<file path="src/hw/rtl/mcmf_pkg.sv">
// Shared types and constants for the 3x3 mean-centre median filter.
// No dependencies; every other file of the block imports this package.
`timescale 1ns / 1ps
`default_nettype none

package mcmf_pkg;

  localparam int PIX_W             = 8;
  localparam int CFG_W             = 11;
  localparam int S_DATA_W          = 3 * PIX_W;
  localparam int APB_AW            = 3;
  localparam int APB_DW            = 32;
  localparam int MAX_LINE_DEFAULT  = 1024;
  localparam int MAX_LINES_DEFAULT = 1024;
  localparam int WIN_ROWS          = 3;
  localparam int WIN_N             = WIN_ROWS * WIN_ROWS;
  localparam int WIN_CENTER        = WIN_N / 2;

  typedef logic [PIX_W-1:0] pix_t;

  // Window element r*3+c holds row r (0 = oldest line) and column c (0 = leftmost).
  typedef pix_t [WIN_N-1:0] window_t;

  typedef struct packed {
    logic emit;
    logic last;
    logic border;
  } item_flags_t;

  // Register index, taken from paddr[2].
  typedef enum logic [0:0] {
    REG_LINE_LENGTH = 1'b0,
    REG_LINE_COUNT  = 1'b1
  } cfg_reg_t;

endpackage

`default_nettype wire

</file>
<file path="src/hw/rtl/mcmf_median.sv">
// Window sum, mean-centre replacement, median of nine and the result register.
// Stages: sum, mean, row sort, result. Depends on mcmf_pkg.
`timescale 1ns / 1ps
`default_nettype none

module mcmf_median (
  input  logic                  clk,
  input  logic                  rst,
  input  logic                  win_valid,
  output logic                  win_ready,
  input  mcmf_pkg::window_t     win,
  input  mcmf_pkg::item_flags_t win_flags,
  output logic                  out_valid,
  input  logic                  out_ready_in,
  output mcmf_pkg::pix_t        gray_out,
  output logic                  last
);
  import mcmf_pkg::*;

  localparam int SUM_W   = PIX_W + 4;
  localparam int DIV9_PW = 2 * SUM_W;
  localparam int DIV9_SH = 15;
  localparam logic [SUM_W-1:0] DIV9_MUL = SUM_W'(3641);

  function automatic pix_t min2(input pix_t a, input pix_t b);
    return (a < b) ? a : b;
  endfunction

  function automatic pix_t max2(input pix_t a, input pix_t b);
    return (a < b) ? b : a;
  endfunction

  function automatic pix_t med3(input pix_t a, input pix_t b, input pix_t c);
    return max2(min2(a, b), min2(max2(a, b), c));
  endfunction

  logic [SUM_W-1:0] win_sum;

  logic             d_valid;
  window_t          d_win;
  logic [SUM_W-1:0] d_sum;
  item_flags_t      d_flags;
  logic [DIV9_PW-1:0] d_prod;
  pix_t             d_mean;
  window_t          d_win_mc;

  logic             e_valid;
  window_t          e_win;
  pix_t             e_center;
  item_flags_t      e_flags;

  logic                      f_valid;
  pix_t [WIN_ROWS-1:0]       f_lo;
  pix_t [WIN_ROWS-1:0]       f_mid;
  pix_t [WIN_ROWS-1:0]       f_hi;
  pix_t                      f_center;
  item_flags_t               f_flags;
  pix_t                      f_median;

  logic d_ready, e_ready, f_ready, out_ready;

  always_comb begin
    win_sum = '0;
    for (int i = 0; i < WIN_N; i++) begin
      win_sum = win_sum + SUM_W'(win[i]);
    end
  end

  // Division by nine via reciprocal multiply; exact for every sum of nine pixels.
  assign d_prod = DIV9_PW'(d_sum) * DIV9_PW'(DIV9_MUL);
  assign d_mean = d_prod[DIV9_SH +: PIX_W];

  // The window with its centre replaced by the mean.
  always_comb begin
    d_win_mc             = d_win;
    d_win_mc[WIN_CENTER] = d_mean;
  end

  // With each row sorted, the median of nine is the median of the largest row minimum,
  // the middle row median and the smallest row maximum.
  assign f_median = med3(max2(max2(f_lo[0], f_lo[1]), f_lo[2]),
                         med3(f_mid[0], f_mid[1], f_mid[2]),
                         min2(min2(f_hi[0], f_hi[1]), f_hi[2]));

  assign out_ready = !out_valid || out_ready_in;
  assign f_ready   = !f_valid || out_ready;
  assign e_ready   = !e_valid || f_ready;
  assign d_ready   = !d_valid || e_ready;
  assign win_ready = d_ready;

  always_ff @(posedge clk) begin
    if (rst) begin
      d_valid   <= 1'b0;
      e_valid   <= 1'b0;
      f_valid   <= 1'b0;
      out_valid <= 1'b0;
    end else begin
      if (d_ready) begin
        d_valid <= win_valid;
      end
      if (e_ready) begin
        e_valid <= d_valid;
      end
      if (f_ready) begin
        f_valid <= e_valid;
      end
      if (out_ready) begin
        out_valid <= f_valid;
      end
    end
  end

  always_ff @(posedge clk) begin
    if (win_valid && d_ready) begin
      d_win   <= win;
      d_sum   <= win_sum;
      d_flags <= win_flags;
    end
    if (d_valid && e_ready) begin
      e_win    <= d_win_mc;
      e_center <= d_win[WIN_CENTER];
      e_flags  <= d_flags;
    end
    if (e_valid && f_ready) begin
      for (int r = 0; r < WIN_ROWS; r++) begin
        f_lo[r]  <= min2(min2(e_win[r*WIN_ROWS], e_win[r*WIN_ROWS + 1]), e_win[r*WIN_ROWS + 2]);
        f_mid[r] <= med3(e_win[r*WIN_ROWS], e_win[r*WIN_ROWS + 1], e_win[r*WIN_ROWS + 2]);
        f_hi[r]  <= max2(max2(e_win[r*WIN_ROWS], e_win[r*WIN_ROWS + 1]), e_win[r*WIN_ROWS + 2]);
      end
      f_center <= e_center;
      f_flags  <= e_flags;
    end
    if (f_valid && out_ready) begin
      gray_out <= f_flags.border ? f_center : f_median;
      last     <= f_flags.last;
    end
  end

  a_sum_stage_holds: assert property (@(posedge clk) disable iff (rst)
    d_valid && !e_ready |=> d_valid && $stable(d_flags))
    else $error("sum stage overwritten while stalled");

endmodule

`default_nettype wire

</file>
<file path="config.mk">
export PLATFORM = sky130hd
export DESIGN_NAME = mcmf_median
export DESIGN_NICKNAME = d
export VERILOG_FILES = /design/src/hw/rtl/mcmf_pkg.sv /design/src/hw/rtl/mcmf_median.sv
export SDC_FILE = /design/constraint.sdc
export NUM_CORES = 1
export LEC_CHECK = 0
export BUFFER_PORTS_ARGS = -buffer_cell sky130_fd_sc_hd__buf_4
export CORE_ASPECT_RATIO = 0.75
export CORE_UTILIZATION = 35
export CTS_BUF_LIST = sky130_fd_sc_hd__clkbuf_8 sky130_fd_sc_hd__clkbuf_16
export CTS_CLUSTER_SIZE = 30
export DETAILED_ROUTE_END_ITERATION = 8
export GPL_TIMING_DRIVEN = 1
export MAX_ROUTING_LAYER = met4
export SLEW_MARGIN = 15
export SYNTH_ARGS = -nofsm -noshare
export SYNTH_HDL_FRONTEND = slang
export SYNTH_SLANG_ARGS = --single-unit
</file>
<file path="constraint.sdc">
create_clock -name clk -period 18.4 [get_ports clk]
set_input_delay 0.92 -clock clk [delete_from_list [all_inputs] [get_ports clk]]
set_output_delay 0.92 -clock clk [all_outputs]
set_load 0.02 [all_outputs]
</file>
## Word-level counts from Yosys, hierarchy flattened

Index checks and enable logic that the tools add are counted.

- Register bits: 263

- Reduce and logical (&&, ||, !) cells: 12
- Multiply operators: 1
- $lt $le $gt $ge: 22
- Add/subtract/negate cells: 8
- Muxes and demuxes: 31

Operators by type and width:

| cell | number |
|---|---|
| $mux 8 | 31 |
| $lt 8x8->1 | 22 |
| $add 12x8->12 | 4 |
| $mul 12x12->23 const B | 1 |
| $add 11x8->12 | 1 |
| $add 10x8->11 | 1 |
| $add 9x8->10 | 1 |
| $add 8x8->9 | 1 |
| $logic_and 1x1->1 | 4 |
| $logic_not 1->1 | 4 |
| $logic_or 1x1->1 | 4 |

## Logic depth before layout (Yosys ltp)

- Word-level depth: 13
- Gate-level depth with buffers: 55

## Worst setup path before layout

Ideal clock, no wire load.

- Path type: reg-to-reg
- From: register f_mid[1] in the netlist's numbering
- To: register gray_out[1] (data pin)
- Cell stages (with the launch flop): 52
- Data arrival time: 9,628 ps
- Required time: 18,134 ps
- Path slack: 8,506 ps
- Library setup time: 266 ps
- Cell sequence: edfxtp_1 ha_1 or4_1 a21o_1 o211a_2 nor2_1 buf_4 clkbuf_1 o21ai_0 ha_1 a22oi_1 and3_2 o31ai_2 o21ai_2 buf_6 mux2i_1 ha_1 and4_2 (+16 left out) ha_1 a21oi_1 nor2b_1 o21ai_0 o21ai_0 nor2_1 nand2_2 mux2i_1 ha_1 a21o_1 a21oi_1 nor2b_1 a2111oi_0 nor3b_1 a31oi_1 buf_2 a31oi_1 o31ai_1

- Cells in the longest elaborated chain, start to end: 13
- Elaborated cells on any way between the ends: 15

RTL lines:

| item | line | source |
|---|---|---|
| from (decl) | mcmf_median.sv:54 | `pix_t [WIN_ROWS-1:0] f_mid;` |
| from (signal, indexed assignment) | mcmf_median.sv:127 | `f_mid[r] <= med3(e_win[r*WIN_ROWS], e_win[r*WIN_ROWS + 1], e_win[r*WIN_ROWS + 2]);` |
| $lt 8x8->1 | mcmf_median.sv:26, mcmf_median.sv:30 |  |
| $mux 8 | mcmf_median.sv:30 | `return (a < b) ? b : a;` |
| $lt 8x8->1 | mcmf_median.sv:26 | `return (a < b) ? a : b;` |
| $mux 8 | mcmf_median.sv:26 |  |
| $lt 8x8->1 | mcmf_median.sv:30 |  |
| $mux 8 * | mcmf_median.sv:30 |  |
| $lt 8x8->1 | mcmf_median.sv:26, mcmf_median.sv:30 |  |
| $mux 8 | mcmf_median.sv:30 |  |
| $lt 8x8->1 | mcmf_median.sv:26 |  |
| $mux 8 | mcmf_median.sv:26 |  |
| $lt 8x8->1 | mcmf_median.sv:30 |  |
| $mux 8 * | mcmf_median.sv:30 |  |
| $mux 8 * | mcmf_median.sv:134 | `gray_out <= f_flags.border ? f_center : f_median;` |
| to (signal assigned) | mcmf_median.sv:134 |  |
| to (decl) | mcmf_median.sv:15 | `output mcmf_pkg::pix_t gray_out,` |

Every way passes the cells marked *; elsewhere a longest branch is shown, timed or not.
A chain may end at the register's enable or synchronous reset.

## Final worst setup path

- From: register f_mid[1] in the netlist's numbering
- To: register gray_out[4] (data pin)

Same word-level chain as after synthesis.

==> flow_metrics.env <==
export IMPL_worstSetupStartpointType="register"
export IMPL_finalSetupViolations=0
export IMPL_fp_row_count=72
export IMPL_dieHeight_microns=200
export IMPL_grt_overflow_total=0
export IMPL_regToRegEndpoint="gray_out[4]$_DFFE_PP_"
export IMPL_clk_latency_ns=0.57
export IMPL_grtUsageTotal_pct=17.1
export IMPL_maxCapViolCount=0
export IMPL_worst_path_max_fanout=13
export IMPL_die_area_sq_um=53000
export IMPL_post_cts_buffers=0
export IMPL_gp_congestion=0.906
export IMPL_period_minus_slack_ns=12.53
export IMPL_ant_nets=0
export IMPL_cts_made_buffers=29
export IMPL_crit_arrival_ns=12.80
export IMPL_slowest_delay_ns=0.66
export IMPL_finalCritPeriodShare_pct=68.1
export IMPL_numPortBuffers=88
export IMPL_vias=11900
export IMPL_drive_gt1_share_pct=12.0
export IMPL_grt_pass1_vias=12000
export IMPL_worstPathRequired_ns=18.67
export IMPL_final_cell_mix="259 x edfxtp_1, 229 x ha_1, 220 x inv_1"
export IMPL_worst_slew_pin_slew_ns=1.19
export IMPL_synthCells=1580
export IMPL_async_reset_ff_share_pct=0
export IMPL_seqCellArea_sq_um=7860
export IMPL_tns_ns=0
export IMPL_hp_start="d_win[59]$_DFFE_PP_"
export IMPL_hold_path_depth=0
export IMPL_drv_slew=0
export IMPL_post_cts_resized=0
export IMPL_worstSetupPathType="reg2reg"
export IMPL_critPathMostFrequentCell="ha_1"
export IMPL_reg2reg_setup_slack_ns=5.87
export IMPL_hold_violations=0
export IMPL_r2r_start="f_mid[1]$_DFFE_PP_"
export IMPL_post_dp_hpwl_microns=35400
export IMPL_die_w_microns=265
export IMPL_clockRootBuffer="clkbuf_16"
export IMPL_rsz0062_at_grt="false"
export IMPL_synth_main_ff_cell="edfxtp_1"
export IMPL_end_kind="register"
export IMPL_synth_distinct_cells=79
export IMPL_ioPinCount=90
export IMPL_cts_hold_buf=0
export IMPL_skew_ns=0.0211
export IMPL_fillers=4902
export IMPL_htree_levels=1
export IMPL_grt_max_degree=71
export IMPL_cts_tree="yes"
export IMPL_yosysWarnings=0
export IMPL_firstDrtPassIters=5
export IMPL_area_growth_pct=13.2
export IMPL_placed_cells=2351
export IMPL_fmax_mhz=79.8
export IMPL_cp_slowest_cell="a2111oi_0"
export IMPL_drc_errors=0
export IMPL_syn_cell_area_sq_um=18200
export IMPL_yosysSeqAreaShare_pct=43.1
export IMPL_avgRoutedWirePerCell_microns=18.0
export IMPL_multi_input_area_sq_um=9440
export IMPL_final_common_cell="edfxtp_1"
export IMPL_hold_path_class="reg2reg"
export IMPL_instances_no_fill=2401
export IMPL_slew_headroom_pct=20.4
export IMPL_nets=2071
export IMPL_synth_edff_count=259
export IMPL_ff2ff_path_depth=46
export IMPL_core_area_sq_um=51400
export IMPL_clk_pin_slew_ns=0.07
export IMPL_grt_pass1_wl_microns=67200
export IMPL_worst_hold_path_endpoint="e_win[59]$_DFFE_PP_"
export IMPL_viasPerCell=4.97
export IMPL_antenna_found_initial=1
export IMPL_start_util_pct=35.4
export IMPL_wirelength_microns=43200
export IMPL_yosys_register_bits=263
export IMPL_clock_sinks=263
export IMPL_initialDrtViolationCount=762
export IMPL_status="complete, no violations"
export IMPL_antenna_cells=0
export IMPL_syn_num_nets=1972
export IMPL_clockBufferDepth=3
export IMPL_syn_avg_cell_area_sq_um=11.5
## worst max path at each step
stage                                   from                    end  slack (ns)  depth (start not counted)
after floorplan           f_mid[1]$_DFFE_PP_  gray_out[1]$_DFFE_PP_        8.51                         51
after global placement    f_mid[1]$_DFFE_PP_  gray_out[2]$_DFFE_PP_        6.08                         45
after detailed placement  f_mid[1]$_DFFE_PP_  gray_out[2]$_DFFE_PP_        5.81                         45
after CTS                 f_mid[1]$_DFFE_PP_  gray_out[2]$_DFFE_PP_        5.75                         45
after global routing      f_mid[1]$_DFFE_PP_  gray_out[2]$_DFFE_PP_        4.66                         47
final                     f_mid[1]$_DFFE_PP_  gray_out[4]$_DFFE_PP_        5.87                         46
## critical path, delay by kind of cell, from the launching register on
family	cells	cell delay [ns]
AO/OA/AOI/OAI	24	5.64
adder cells (fa/ha/maj)	6	1.83
AND/OR/NAND/NOR	13	3.15
multiplexers	3	1.02
flip-flops	1	0.55
## state kept, by name (all words and copies together) (netlist names), 8 cells and up
name and count:
d_sum 12, d_win 72, e_center 8, e_win 72
f_center 8, f_hi 24, f_lo 24, f_mid 24
gray_out 8
## cells by family after synthesis
family	Yosys count	synth area share [%]
AOI/OAI and AO/OA	333	11.4
adders and majority gates	316	25.1
and+or+nand+nor	284	7.17
DFF	263	43.1
buffers and inverters	243	5.26
muxes	121	6.90
xor gates and xnor gates	20	0.962
## cell usage after synthesis, types with 14 or more instances
cell type | instances | area (sq um)
ha_1 | 229 | 2870
a21oi_1 | 108 | 541
clkbuf_1 | 18 | 67.6
mux2i_1 | 88 | 881
nor2_1 | 97 | 364
nand2_1 | 87 | 327
a21o_1 | 43 | 323
xnor2_1 | 15 | 131
nand2b_1 | 14 | 87.6
mux2_2 | 32 | 360
nor2b_1 | 16 | 100
o21ai_0 | 92 | 460
edfxtp_1 | 259 | 7780
inv_1 | 216 | 811
fa_1 | 84 | 1680
## routing by layer
metal	vias up	wire length [microns]	GRT usage (%)
met5	-	0	-
li1	5864	-	-
met2	227	19100	26.2
met4	0	884	3.70
met3	46	1790	2.16
met1	5791	21500	24.1
## area by class of cell
cell class | instances | area share, %
multi-input cells | 1074 | 45.8
repair buffers | 95 | 3.46
clock inverters | 21 | 0.910
flip-flops and latches | 263 | 38.1
inverters | 216 | 3.93
clock buffers | 29 | 3.52
well taps | 703 | 4.27
## metrics by stage
stage                     hold slack [ns]  util (%)  setup slack [ns]  instance area [sq um]
after floorplan                     0.400         -              8.51                  18200
after global placement              0.401      38.3              6.08                  19700
after detailed placement            0.405      38.3              5.81                  19700
after CTS                           0.415      40.1              5.75                  20600
after global routing                0.424      40.1              4.66                  20600
final                               0.412      40.1              5.87                  20600
Power is not shown: default switching activity piles up to over one toggle a cycle in this logic, so the estimate is an artifact.
