**src/hw/rtl/mcmf_pkg.sv**
```systemverilog
// Shared types and constants for the 3x3 mean-centre median filter.
// No dependencies; every other file of the block imports this package.
`timescale 1ns / 1ps
`default_nettype none

package mcmf_pkg;

  localparam int PIX_W             = 8;
  localparam int CFG_W             = 11;
  localparam int S_DATA_W          = 3 * PIX_W;
  localparam int APB_AW            = 3;
  localparam int APB_DW            = 32;
  localparam int MAX_LINE_DEFAULT  = 1024;
  localparam int MAX_LINES_DEFAULT = 1024;
  localparam int WIN_ROWS          = 3;
  localparam int WIN_N             = WIN_ROWS * WIN_ROWS;
  localparam int WIN_CENTER        = WIN_N / 2;

  typedef logic [PIX_W-1:0] pix_t;

  // Window element r*3+c holds row r (0 = oldest line) and column c (0 = leftmost).
  typedef pix_t [WIN_N-1:0] window_t;

  typedef struct packed {
    logic emit;
    logic last;
    logic border;
  } item_flags_t;

  // Register index, taken from paddr[2].
  typedef enum logic [0:0] {
    REG_LINE_LENGTH = 1'b0,
    REG_LINE_COUNT  = 1'b1
  } cfg_reg_t;

endpackage

`default_nettype wire

```
**src/hw/rtl/mcmf_ctrl.sv**
```systemverilog
// Register port and scan position tracking for the 3x3 mean-centre median filter.
// Decides per transfer whether it enters the pixel pipeline and whether it yields a result.
// Depends on mcmf_pkg.
`timescale 1ns / 1ps
`default_nettype none

module mcmf_ctrl #(
  parameter int MAX_LINE  = mcmf_pkg::MAX_LINE_DEFAULT,
  parameter int MAX_LINES = mcmf_pkg::MAX_LINES_DEFAULT
) (
  input  logic                               clk,
  input  logic                               rst,
  input  logic                               psel,
  input  logic                               penable,
  input  logic                               pwrite,
  input  logic [mcmf_pkg::APB_AW-1:0]        paddr,
  input  logic [mcmf_pkg::APB_DW-1:0]        pwdata,
  output logic [mcmf_pkg::APB_DW-1:0]        prdata,
  output logic                               pready,
  input  logic                               accept,
  input  logic                               pad,
  output logic                               load,
  output logic [$clog2(MAX_LINE)-1:0]        col,
  output mcmf_pkg::item_flags_t              flags
);
  import mcmf_pkg::*;

  localparam int COL_W  = $clog2(MAX_LINE);
  localparam int ROW_W  = $clog2(MAX_LINES);
  localparam int LINE_W = $clog2(MAX_LINES + 2);
  localparam logic [CFG_W-1:0] LINE_LENGTH_RST = CFG_W'(640);
  localparam logic [CFG_W-1:0] LINE_COUNT_RST  = CFG_W'(480);

  logic [CFG_W-1:0]  line_length;
  logic [CFG_W-1:0]  line_count;
  logic [COL_W-1:0]  w_m1;
  logic [ROW_W-1:0]  h_m1;
  logic [COL_W-1:0]  in_position, in_position_next;
  logic [LINE_W-1:0] in_line, in_line_next;
  logic [COL_W-1:0]  out_x, out_x_next;
  logic [ROW_W-1:0]  out_y, out_y_next;
  logic              cfg_wr;
  cfg_reg_t          reg_idx;
  logic              in_image;
  logic              past_lag;
  logic              advance;

  assign pready  = 1'b1;
  assign cfg_wr  = psel && penable && pwrite && pready;
  assign reg_idx = cfg_reg_t'(paddr[2]);

  always_comb begin
    case (reg_idx)
      REG_LINE_LENGTH: prdata = APB_DW'(line_length);
      REG_LINE_COUNT:  prdata = APB_DW'(line_count);
      default:         prdata = '0;
    endcase
  end

  // Effective geometry minus one: zero counts as one, oversize is held at the maximum.
  always_comb begin
    if (line_length == '0) begin
      w_m1 = '0;
    end else if (32'(line_length) > 32'(MAX_LINE)) begin
      w_m1 = COL_W'(MAX_LINE - 1);
    end else begin
      w_m1 = COL_W'(line_length - CFG_W'(1));
    end
    if (line_count == '0) begin
      h_m1 = '0;
    end else if (32'(line_count) > 32'(MAX_LINES)) begin
      h_m1 = ROW_W'(MAX_LINES - 1);
    end else begin
      h_m1 = ROW_W'(line_count - CFG_W'(1));
    end
  end

  // Results start once one whole line plus one pixel has gone in.
  assign in_image = in_line <= LINE_W'(h_m1);
  assign past_lag = (in_line > LINE_W'(1)) || ((in_line == LINE_W'(1)) && (in_position != '0));
  assign advance  = !(in_image && pad);
  assign load     = accept && advance;
  assign col      = in_position;

  assign flags.emit   = advance && past_lag;
  assign flags.last   = (out_x == w_m1) && (out_y == h_m1);
  assign flags.border = (out_x == '0) || (out_y == '0) || (out_x == w_m1) || (out_y == h_m1);

  always_comb begin
    in_position_next = in_position;
    in_line_next     = in_line;
    out_x_next       = out_x;
    out_y_next       = out_y;
    if (cfg_wr) begin
      in_position_next = '0;
      in_line_next     = '0;
      out_x_next       = '0;
      out_y_next       = '0;
    end else if (load) begin
      if (in_position == w_m1) begin
        in_position_next = '0;
        in_line_next     = in_line + LINE_W'(1);
      end else begin
        in_position_next = in_position + COL_W'(1);
      end
      if (flags.emit) begin
        if (flags.last) begin
          in_position_next = '0;
          in_line_next     = '0;
          out_x_next       = '0;
          out_y_next       = '0;
        end else if (out_x == w_m1) begin
          out_x_next = '0;
          out_y_next = out_y + ROW_W'(1);
        end else begin
          out_x_next = out_x + COL_W'(1);
        end
      end
    end
  end

  always_ff @(posedge clk) begin
    if (rst) begin
      line_length <= LINE_LENGTH_RST;
      line_count  <= LINE_COUNT_RST;
      in_position <= '0;
      in_line     <= '0;
      out_x       <= '0;
      out_y       <= '0;
    end else begin
      in_position <= in_position_next;
      in_line     <= in_line_next;
      out_x       <= out_x_next;
      out_y       <= out_y_next;
      if (cfg_wr) begin
        case (reg_idx)
          REG_LINE_LENGTH: line_length <= pwdata[CFG_W-1:0];
          REG_LINE_COUNT:  line_count  <= pwdata[CFG_W-1:0];
          default: begin
          end
        endcase
      end
    end
  end

  a_restart_after_last: assert property (@(posedge clk) disable iff (rst)
    load && flags.emit && flags.last && !cfg_wr
      |=> in_position == '0 && in_line == '0 && out_x == '0 && out_y == '0)
    else $error("position counters not cleared after the final pixel");

  a_out_inside_image: assert property (@(posedge clk) disable iff (rst)
    out_x <= w_m1 && out_y <= h_m1)
    else $error("output position outside the image");

endmodule

`default_nettype wire

```
**config.mk**
```make
export PLATFORM = sky130hd
export DESIGN_NAME = mcmf_ctrl
export DESIGN_NICKNAME = d
export VERILOG_FILES = /design/src/hw/rtl/mcmf_pkg.sv /design/src/hw/rtl/mcmf_ctrl.sv
export SDC_FILE = /design/constraint.sdc
export NUM_CORES = 1
export LEC_CHECK = 0
export BUFFER_PORTS_ARGS = -buffer_cell sky130_fd_sc_hd__buf_2
export CORE_UTILIZATION = 50
export CTS_CLUSTER_DIAMETER = 120
export CTS_CLUSTER_SIZE = 8
export DETAILED_ROUTE_END_ITERATION = 8
export PLACE_DENSITY_LB_ADDON = 0.05
export SYNTH_ARGS = -nofsm -noshare
export SYNTH_HDL_FRONTEND = slang
export SYNTH_SLANG_ARGS = --single-unit
```
**constraint.sdc**
```tcl
create_clock -name clk -period 4.5 [get_ports clk]
set_clock_uncertainty 0.15 [all_clocks]
set_input_delay 0.9 -clock clk [delete_from_list [all_inputs] [get_ports clk]]
set_output_delay 0.9 -clock clk [all_outputs]
set_load 0.01 [all_outputs]
```
Word level (Yosys, flattened, before mapping):

Index checks and enable logic that the tools add are counted.
Widths: inputs -> output; s select.

* add/sub/neg operators: 6
* multipliers: 0
* divide/modulo/power cells: 0
* order comparisons: 4
* equality and inequality tests: 4
* shift-type cells: 0
* muxes and demuxes: 15
* bitwise gates (word level): 1
* reductions and logical operators: 23

Operators with widths (count)
* $mux 10: 11
* $pmux 32 s2: 1
* $mux 11: 3
* $add 10x1->10 const B: 3
* $eq 10x10->1: 3
* $gt 11x11->1 const B: 2
* $logic_not 11->1: 2
* $logic_not 10->1: 2
* $sub 10x1->10 const B: 2
* $add 11x1->11 const B: 1
* $eq 11x1->1 const B: 1
* $gt 11x1->1 const B: 1
* $le 11x10->1: 1
* $reduce_bool 10->1: 1
* $logic_and 1x1->1: 7
* $reduce_and 2->1: 3
* $logic_or 1x1->1: 4
* $reduce_and 3->1: 1
* $reduce_bool 2->1: 1
* $reduce_or 2->1: 1
* $logic_not 1->1: 1
* $not 1->1: 1

* register bits: 63
* bits in latches: 0
* bits in writable memories: 0
* bits in read-only memories: 0
* input bits: 42
* output and inout bits: 47
* word-level logic and storage cells: 59
* memories: 0

Longest topological paths before layout:

Gate-level depths: netlist of the first run.

* depth after elaboration: 8
* depth in mapped cells: 19

Worst setup path before layout of the first run:

No wires, ideal clock.

* kind: flip-flop to flip-flop
* start point: register line_count[0]
* end point: register in_position[3] (netlist: col[3])
* setup time: 0.115 ns
* arrival: 4.377 ns
* setup slack: -0.141 ns
* stages on the path, launching flop included: 19
* cell sequence: dfxtp_1 -> clkbuf_1 -> or4_1 -> or3_1 -> and2_1 -> a21oi_1 -> nor2_1 -> ha_1 -> and4_1 -> nand3_1 -> o221a_2 -> nor3_1 -> inv_1 -> or4_1 -> buf_2 -> o21ai_1 -> or2_1 -> buf_2 -> nor2_1

* word-level cells in the longest chain between the ends: 8
* elaborated cells between the ends (all ways): 14
* classes of those cells: add/sub: 1; order compare: 2; eq/ne: 1; mux: 4; reduce/logical: 6

RTL lines
* start, declared: RTL line mcmf_ctrl.sv:35 `logic [CFG_W-1:0] line_count;`
* start signal, assigned: RTL line mcmf_ctrl.sv:138 `REG_LINE_COUNT: line_count <= pwdata[CFG_W-1:0];`
* $sub 10x1->10 or $gt 11x11->1 (tied branches): RTL line mcmf_ctrl.sv:74, mcmf_ctrl.sv:71
* $mux 10: RTL line mcmf_ctrl.sv:71 `end else if (32'(line_count) > 32'(MAX_LINES)) begin`
* $mux 10 *: RTL line mcmf_ctrl.sv:69 `if (line_count == '0) begin`
* $le 11x10->1: RTL line mcmf_ctrl.sv:79 `assign in_image = in_line <= LINE_W'(h_m1);`
* $logic_and 1x1->1: RTL line mcmf_ctrl.sv:81 `assign advance = !(in_image && pad);`
* $logic_not 1->1: RTL line mcmf_ctrl.sv:81
* $logic_and 1x1->1: RTL line mcmf_ctrl.sv:85 `assign flags.emit = advance && past_lag;`
* $mux 10: RTL line mcmf_ctrl.sv:106 `if (flags.emit) begin`
* end signal, assigned: RTL line mcmf_ctrl.sv:131 `in_position <= in_position_next;`
* end, declared: RTL line mcmf_ctrl.sv:38 `logic [COL_W-1:0] in_position, in_position_next;`

Mark *: on every way between the ends. The rest lies on a longest branch, timed or not.
A chain may end at the register's enable or synchronous reset.

Final worst setup path of the first run:

* start point: register line_count[1]
* end point: output load

* word-level cells in the longest chain between the ends: 7
* elaborated cells between the ends (all ways): 9
* classes of those cells: add/sub: 1; order compare: 2; mux: 2; reduce/logical: 4

RTL lines
* $sub 10x1->10 or $gt 11x11->1 (tied branches): RTL line mcmf_ctrl.sv:74, mcmf_ctrl.sv:71
* $mux 10: RTL line mcmf_ctrl.sv:71
* $mux 10 *: RTL line mcmf_ctrl.sv:69
* $le 11x10->1 *: RTL line mcmf_ctrl.sv:79
* $logic_and 1x1->1 *: RTL line mcmf_ctrl.sv:81
* $logic_not 1->1 *: RTL line mcmf_ctrl.sv:81
* $logic_and 1x1->1 *: RTL line mcmf_ctrl.sv:82 `assign load = accept && advance;`
* end, declared: RTL line mcmf_ctrl.sv:22 `output logic load,`

Marked as above.

==> key figures, run 1 <==
Place
  • Placed cells: 806
  • DP Worst Slack: 0.116 ns
  • GP Congestion: 0.906
  • I/O Buffers: between 40 and 50
  • Final HPWL DP: between 9 and 10 mm
  • Placed Area: approximately 5000 um2

Die
  • Die W: ~100 um
  • Starting density of the core: 0.520
  • DIE HEIGHT: 100 um
  • # IOs: 89
  • Rows: 35
  • Core box area: 9280 um2
  • Die area: ~10000 um2

Finish
  • Final core occ: 0.587
  • Layout overhead on the synthesized area: 12.9%
  • Final #Nets: 752
  • Most common cell after layout, fill and taps aside: nand2_1
  • Final Cell Area: about 5400 um2
  • Layout Cells excl Fill: 824
  • Layout cells sized above 1: 0.171
  • Most frequent cells in the layout: 80 x nand2_1, 61 x dfxtp_1, 49 x nor2_1
  • # diodes: 0

STA
  • Period utilization: 0.995
  • Final Hold Fails: 0
  • Final Critical Period: ~4.5 ns
  • FMAX: 223 MHz
  • Setup ws final: 0.0221 ns
  • Slew Limit Fails: 0
  • Final setup violation count: 0
  • RSZ-0062 raised after global routing: true
  • Worst-Margin Slew: 0.775 ns
  • Fin Setup TNS: 0 ns
  • Worst slew margin: 0.482
  • Hold slack: roughly 0.35 ns

Route
  • DRT Wirelength: 13.3 mm
  • DRT Pass-1 Iters: 5
  • Post-route ant nets: 0
  • Total number of vias: slightly below 5000
  • Via density: 5.91
  • Drt drc: 0
  • Initial drt markers: 278
  • Wire per inst: 16.2 um

Power and ir drop
  • VDD IR max: 0.143 mV
  • Leakage dissipation: 2.13 nW
  • Total power: 1.37 mW
  • PwrDens: 251 nW/um2

Outcome
  • Outcome: finished clean

CTS
  • Worst-path clk slew: approximately 0.080 ns
  • CTS sink cnt: 63
  • Skew-Pair Late Insertion Delay: around 0.36 ns
  • TritonCTS clock tree: built
  • Largest buffer count on any clock path: 2
  • CTS H-tree lvls: 3
  • Cts bufs inserted: 9
  • Root Buffer: clkbuf_8

Synth
  • Seq/Total Area, Yosys: 0.261
  • Post-Syn Area: 4820 um2
  • Syn avg cell area: 7.40 um2
  • Dominant synthesized flop cell: dfxtp_1
  • FF+latch count, synth: 63
  • Post-synth EDFFs: 0
  • Distinct cells, synth: 70
  • Yosys warning count: 0
  • Synthesized instance count: 652
  • FFs w/ async S/R, synth: 0

Critical path
  • Worst EP arrival: 3.43 ns
  • Setup crit start kind: flip-flop
  • R2R cell count: 16
  • Max Fanout on Critical Path: 6
  • CP Class: reg2out
  • Worst EP required: 3.45 ns
  • Slowest stage delay, CP: 0.53 ns
  • Crit. End Element: primary output
  • Buf+Inv Stages, Crit Path: 2
  • Slowest stage cell, crit path: or4_1
  • Worst-path cell chain: or4_1 > or3_4 > and2_4 > a21oi_4 > nor2_1 > ha_1 > and4_4 > nand4_1 > o311ai_2 > or2_2 > clkinv_1 > buf_2
  • FF-to-FF End: in_line[1]
  • Cell family contributing the most delay on the critical path: simple AND/OR/NAND/NOR gates
  • Flop-to-flop setup slack: 0.18 ns
  • RR Startpoint: line_count[1]

Hold path
  • Hold path start: line_count[0]
  • Worst hold stages: 2
  • Hold Crit Class: reg2reg
  • Hold worst-path end: line_count[0]

Global routing
  • First-pass GRT wire length: 22.2 mm
  • Vias in the first global route: 4384
  • Total congestion overflow: 0
  • Overall Global Routing Usage: 0.280
  • Initial antenna violation count: 0
  • Pin count of the biggest net entering global routing: 24

Run
  • Number of max-cap violations: 0
[worst max path at each step]
stage | depth (start not counted) | start | slack [ns] | to
after floorplan | 13 | line_count[0] | 0.09 | load
after global placement | 12 | line_count[1] | 0.17 | load
after detailed placement | 12 | line_count[1] | 0.12 | load
after CTS | 12 | line_count[1] | 0.001 | load
after global routing | 12 | line_count[1] | -0.12 | load
final | 12 | line_count[1] | 0.02 | load
[Yosys cell counts (4+ instances only)]
cell type  instances  area share
a2111oi_0          4      0.0073
a211oi_1           5      0.0078
a21oi_1           47       0.049
a31oi_1            5      0.0065
and2_1             6      0.0078
and3_1            10       0.013
buf_2             11       0.011
buf_4             22       0.034
clkbuf_1          22       0.017
dfxtp_1           63        0.26
ha_1              20       0.052
inv_1             31       0.024
mux2_2             6       0.014
nand2_1           80       0.062
nand2b_1           5      0.0065
nand3_1           22       0.023
nand3b_1           7       0.011
nand4_1           21       0.027
nor2_1            50       0.039
nor2b_1            8       0.010
nor3_1            19       0.020
nor4_1            10       0.013
o2111ai_1          4      0.0073
o211ai_1           5      0.0078
o21ai_0           32       0.033
o31ai_1            6      0.0093
or3_1             14       0.018
or4_1             12       0.019
xnor2_1           15       0.027
xor2_1            24       0.044
[power by group]
group | leakage (nW) | internal, mW | switching [mW] | total [mW]
Sequential | 0.510 | 0.563 | 0.0117 | 0.575
Clock | 0.123 | 0.370 | 0.255 | 0.624
Combinational | 1.49 | 0.0646 | 0.102 | 0.167
[what timing repair did]
action,4_1_cts,5_1_grt
hold buffers,0,0
endpoints found under the hold margin,0,0
buffers inserted,0,2
setup endpoints to repair,3,11
pin swaps,1,1
gates cloned,0,0
resized for setup,14,7
[sequential cells by signal, summed over array words and instances (netlist names)]
register,count
out_y,10
out_x,10
in_line,11
line_count,11
col,10
line_length,11
[metal layers]
layer	GRT usage	vias to the layer above	routed length, um	part of all wire
met1	0.391	2312	6290	0.47
met3	0.0494	13	730	0.055
li1	-	2373	-	-
met2	0.449	170	6170	0.46
met5	0	-	0	0
met4	0.0669	0	144	0.011
[cell type report]
cell class	count	area (um2)
Inverter	32	120
Multi-Input combinational cell	519	3280
Sequential cell	63	1260
Fill cell	939	3830
Timing Repair Buffer	65	380
Clock inverter	7	121
Tap cell	129	161
Clock buffer	9	124
[worst reg2reg max path, stage by stage, from the launching register on]
cell and delay [ns]:
dfxtp_2 0.36, or4_1 0.53, or3_4 0.35, and2_4 0.19, a21oi_4 0.14, nor2_1 0.07
ha_1 0.30, and4_4 0.26, nand3_1 0.08, o221a_2 0.27, buf_4 0.14, nor3_2 0.20
inv_1 0.08, or4_1 0.44, o21ai_1 0.31, buf_4 0.25, a211oi_1 0.07
[kinds of logic (layout without fill, tap and decap cells)]
logic type	after synthesis	in the layout	synth area share
AND/OR/NAND/NOR	284	284	0.310
AO/OA/AOI/OAI	143	143	0.189
buffers and inverters	90	113	0.0915
flip-flops	63	63	0.261
XOR/XNOR	39	39	0.0708
adder cells (fa/ha/maj)	22	22	0.0560
multiplexers	9	9	0.0202
other	2	22	0.00156
Note: power is estimated with default switching activity, not from simulation.
==> inputs of run 2 (changes only) <==
clock period = 4.7 ns   (was 4.5 ns; I/O delays follow)
==> run 2 against run 1 <==
  * Cell count shrank 0.24%
  * Global-route usage fell by 0.97 points
  * Count of clock-buffer cells in the layout increased by 1
  * Clock power shrank 10%
  * First-iteration DRC count decreased by 4.7%
  * Sequential share of layout area grew 0.10 points
  * Non-clock buffer count decreased by 2
  * Register-to-register slack gained 0.12 ns
  * Via count is 0.27% lower
  * Wire length increased by 1.8%
  * Hold slack got worse by 0.023 ns
==> key figures, run 2 (same netlist as run 1, synthesis figures left out) <==
Critical path
  • Max Fanout on Critical Path: 7
  • Crit. End Element: primary output
  • Setup crit start kind: flip-flop
  • RR Startpoint: line_count[0]
  • Worst EP arrival: 3.44 ns
  • Flop-to-flop setup slack: approximately 0.30 ns
  • FF-to-FF End: col[5]
  • Worst EP required: 3.61 ns
  • CP Class: reg2out
  • R2R cell count: 16

CTS
  • Root Buffer: clkbuf_8
  • Skew-Pair Late Insertion Delay: 0.34 ns
  • Cts bufs inserted: 9
  • CTS H-tree lvls: 3
  • CTS sink cnt: 63
  • Worst-path clk slew: 0.08 ns
  • Largest buffer count on any clock path: 2
  • Hold buffers post-CTS: 0
  • TritonCTS clock tree: built

Power and ir drop
  • PwrDens: 234 nW/um2
  • Total power: 1.27 mW
  • VDD IR max: 0.138 mV
  • Leakage dissipation: 2.10 nW

STA
  • Worst-Margin Slew: 0.765 ns
  • Slew Limit Fails: 0
  • Final Critical Period: 4.53 ns
  • FMAX: 221 MHz
  • Final Hold Fails: 0
  • RSZ-0062 raised after global routing: false
  • Final setup violation count: 0
  • Worst slew margin: 0.489
  • Period utilization: 0.965
  • Fin Setup TNS: 0 ns

Hold path
  • Hold worst-path end: line_length[10]
  • Worst hold stages: 2
  • Hold Crit Class: reg2reg
  • Hold path start: line_length[10]

Die
  • Rows: 35
  • Core box area: 9280 um2
  • # IOs: 89
  • DIE HEIGHT: 100 um
  • Die area: roughly 10000 um2
  • Starting density of the core: 0.520
  • Die W: 100 um

Finish
  • Most common cell after layout, fill and taps aside: nand2_1
  • Final Cell Area: 5430 um2
  • Layout overhead on the synthesized area: 12.4%
  • Final core occ: 0.584
  • Largest registers: in_line (11), line_count (11), line_length (11)
  • # diodes: 0
  • Filler Cell Count: slightly above 900
  • Final #Nets: 750
  • Most frequent cells in the layout: 80 x nand2_1, 61 x dfxtp_1, 49 x nor2_1
  • Layout cells sized above 1: 0.166

Route
  • Post-route ant nets: 0
  • DRT Pass-1 Iters: 5
  • DRT Wirelength: 13.6 mm
  • Via density: between 5 and 6
  • Drt drc: 0
  • Initial drt markers: 265
  • Wire per inst: 16.5 um
  • Total number of vias: 4855

Global routing
  • Vias in the first global route: about 4200
  • Pin count of the biggest net entering global routing: 26
  • Total congestion overflow: 0
  • Initial antenna violation count: 0
  • First-pass GRT wire length: 21.6 mm
  • Overall Global Routing Usage: 0.271

Place
  • I/O Buffers: 43
  • GP Congestion: approximately 0.96
  • Placed Area: 5090 um2
  • Final HPWL DP: 10.1 mm

Outcome
  • Outcome: finished clean

Run
  • Number of max-cap violations: 0
-- run 2: worst max-delay path: stages (launching register included) --
cell and delay (ns):
dfxtp_2 0.36, or4_1 0.53, or3_1 0.35, and2_4 0.20, a21oi_4 0.15, nor2_1 0.07, ha_1 0.29, and4_4 0.26
nand3_1 0.09, o221a_2 0.28, buf_4 0.14, nor3_2 0.21, buf_2 0.17
-- run 2: how the worst max path moves through the flow --
stage,startpoint,to,slack [ns]
2_1_floorplan,line_count[0],col[3],0.06
3_3_place_gp,line_count[0],load,0.29
3_5_place_dp,line_count[0],load,0.21
4_1_cts,line_count[0],load,0.008
5_1_grt,line_count[0],flags[2],0.007
6_report,line_count[0],flags[2],0.17
-- run 2: through the flow --
stage	std cells	setup WS, ns	hold slack, ns
finish	822	0.165	0.327
global route	822	0.00669	0.351
CTS	820	0.00814	0.329
detailed placement	804	0.214	0.318
global placement	804	0.291	0.313
floorplan	672	0.0587	0.329
-- run 2: per-layer routing --
| metal | vias up | wire length, um | track usage |
|---|---|---|---|
| met3 | 24 | 877 | 0.0313 |
| met2 | 193 | 6210 | 0.434 |
| li1 | 2374 | - | - |
| met4 | 0 | 234 | 0.0825 |
| met1 | 2264 | 6250 | 0.380 |
| met5 | - | 0 | 0 |
-- run 2: timing repair --
action                     in CTS  in global routing
setup endpoints to repair       2                  2
setup buffers                   0                  2
resized for setup               6                 15
hold endpoints to repair        0                  0
pin swaps                       0                  2
-- run 2: power breakdown --
group / total (mW) / internal [mW] / leakage [nW] / switching, mW
clock: 0.559 / 0.316 / 0.109 / 0.243
combinational: 0.159 / 0.0617 / 1.48 / 0.0975
sequential: 0.550 / 0.539 / 0.510 / 0.0112
-- run 2: area by class of cell --
class	count	area (um2)	share of cell area
clock buffer	10	138	0.0254
multi-input combinational	519	3280	0.605
inverter	32	120	0.0221
clock inverter	6	92.6	0.0171
timing repair buffer	63	365	0.0673
tap	129	161	0.0298
sequential	63	1260	0.233
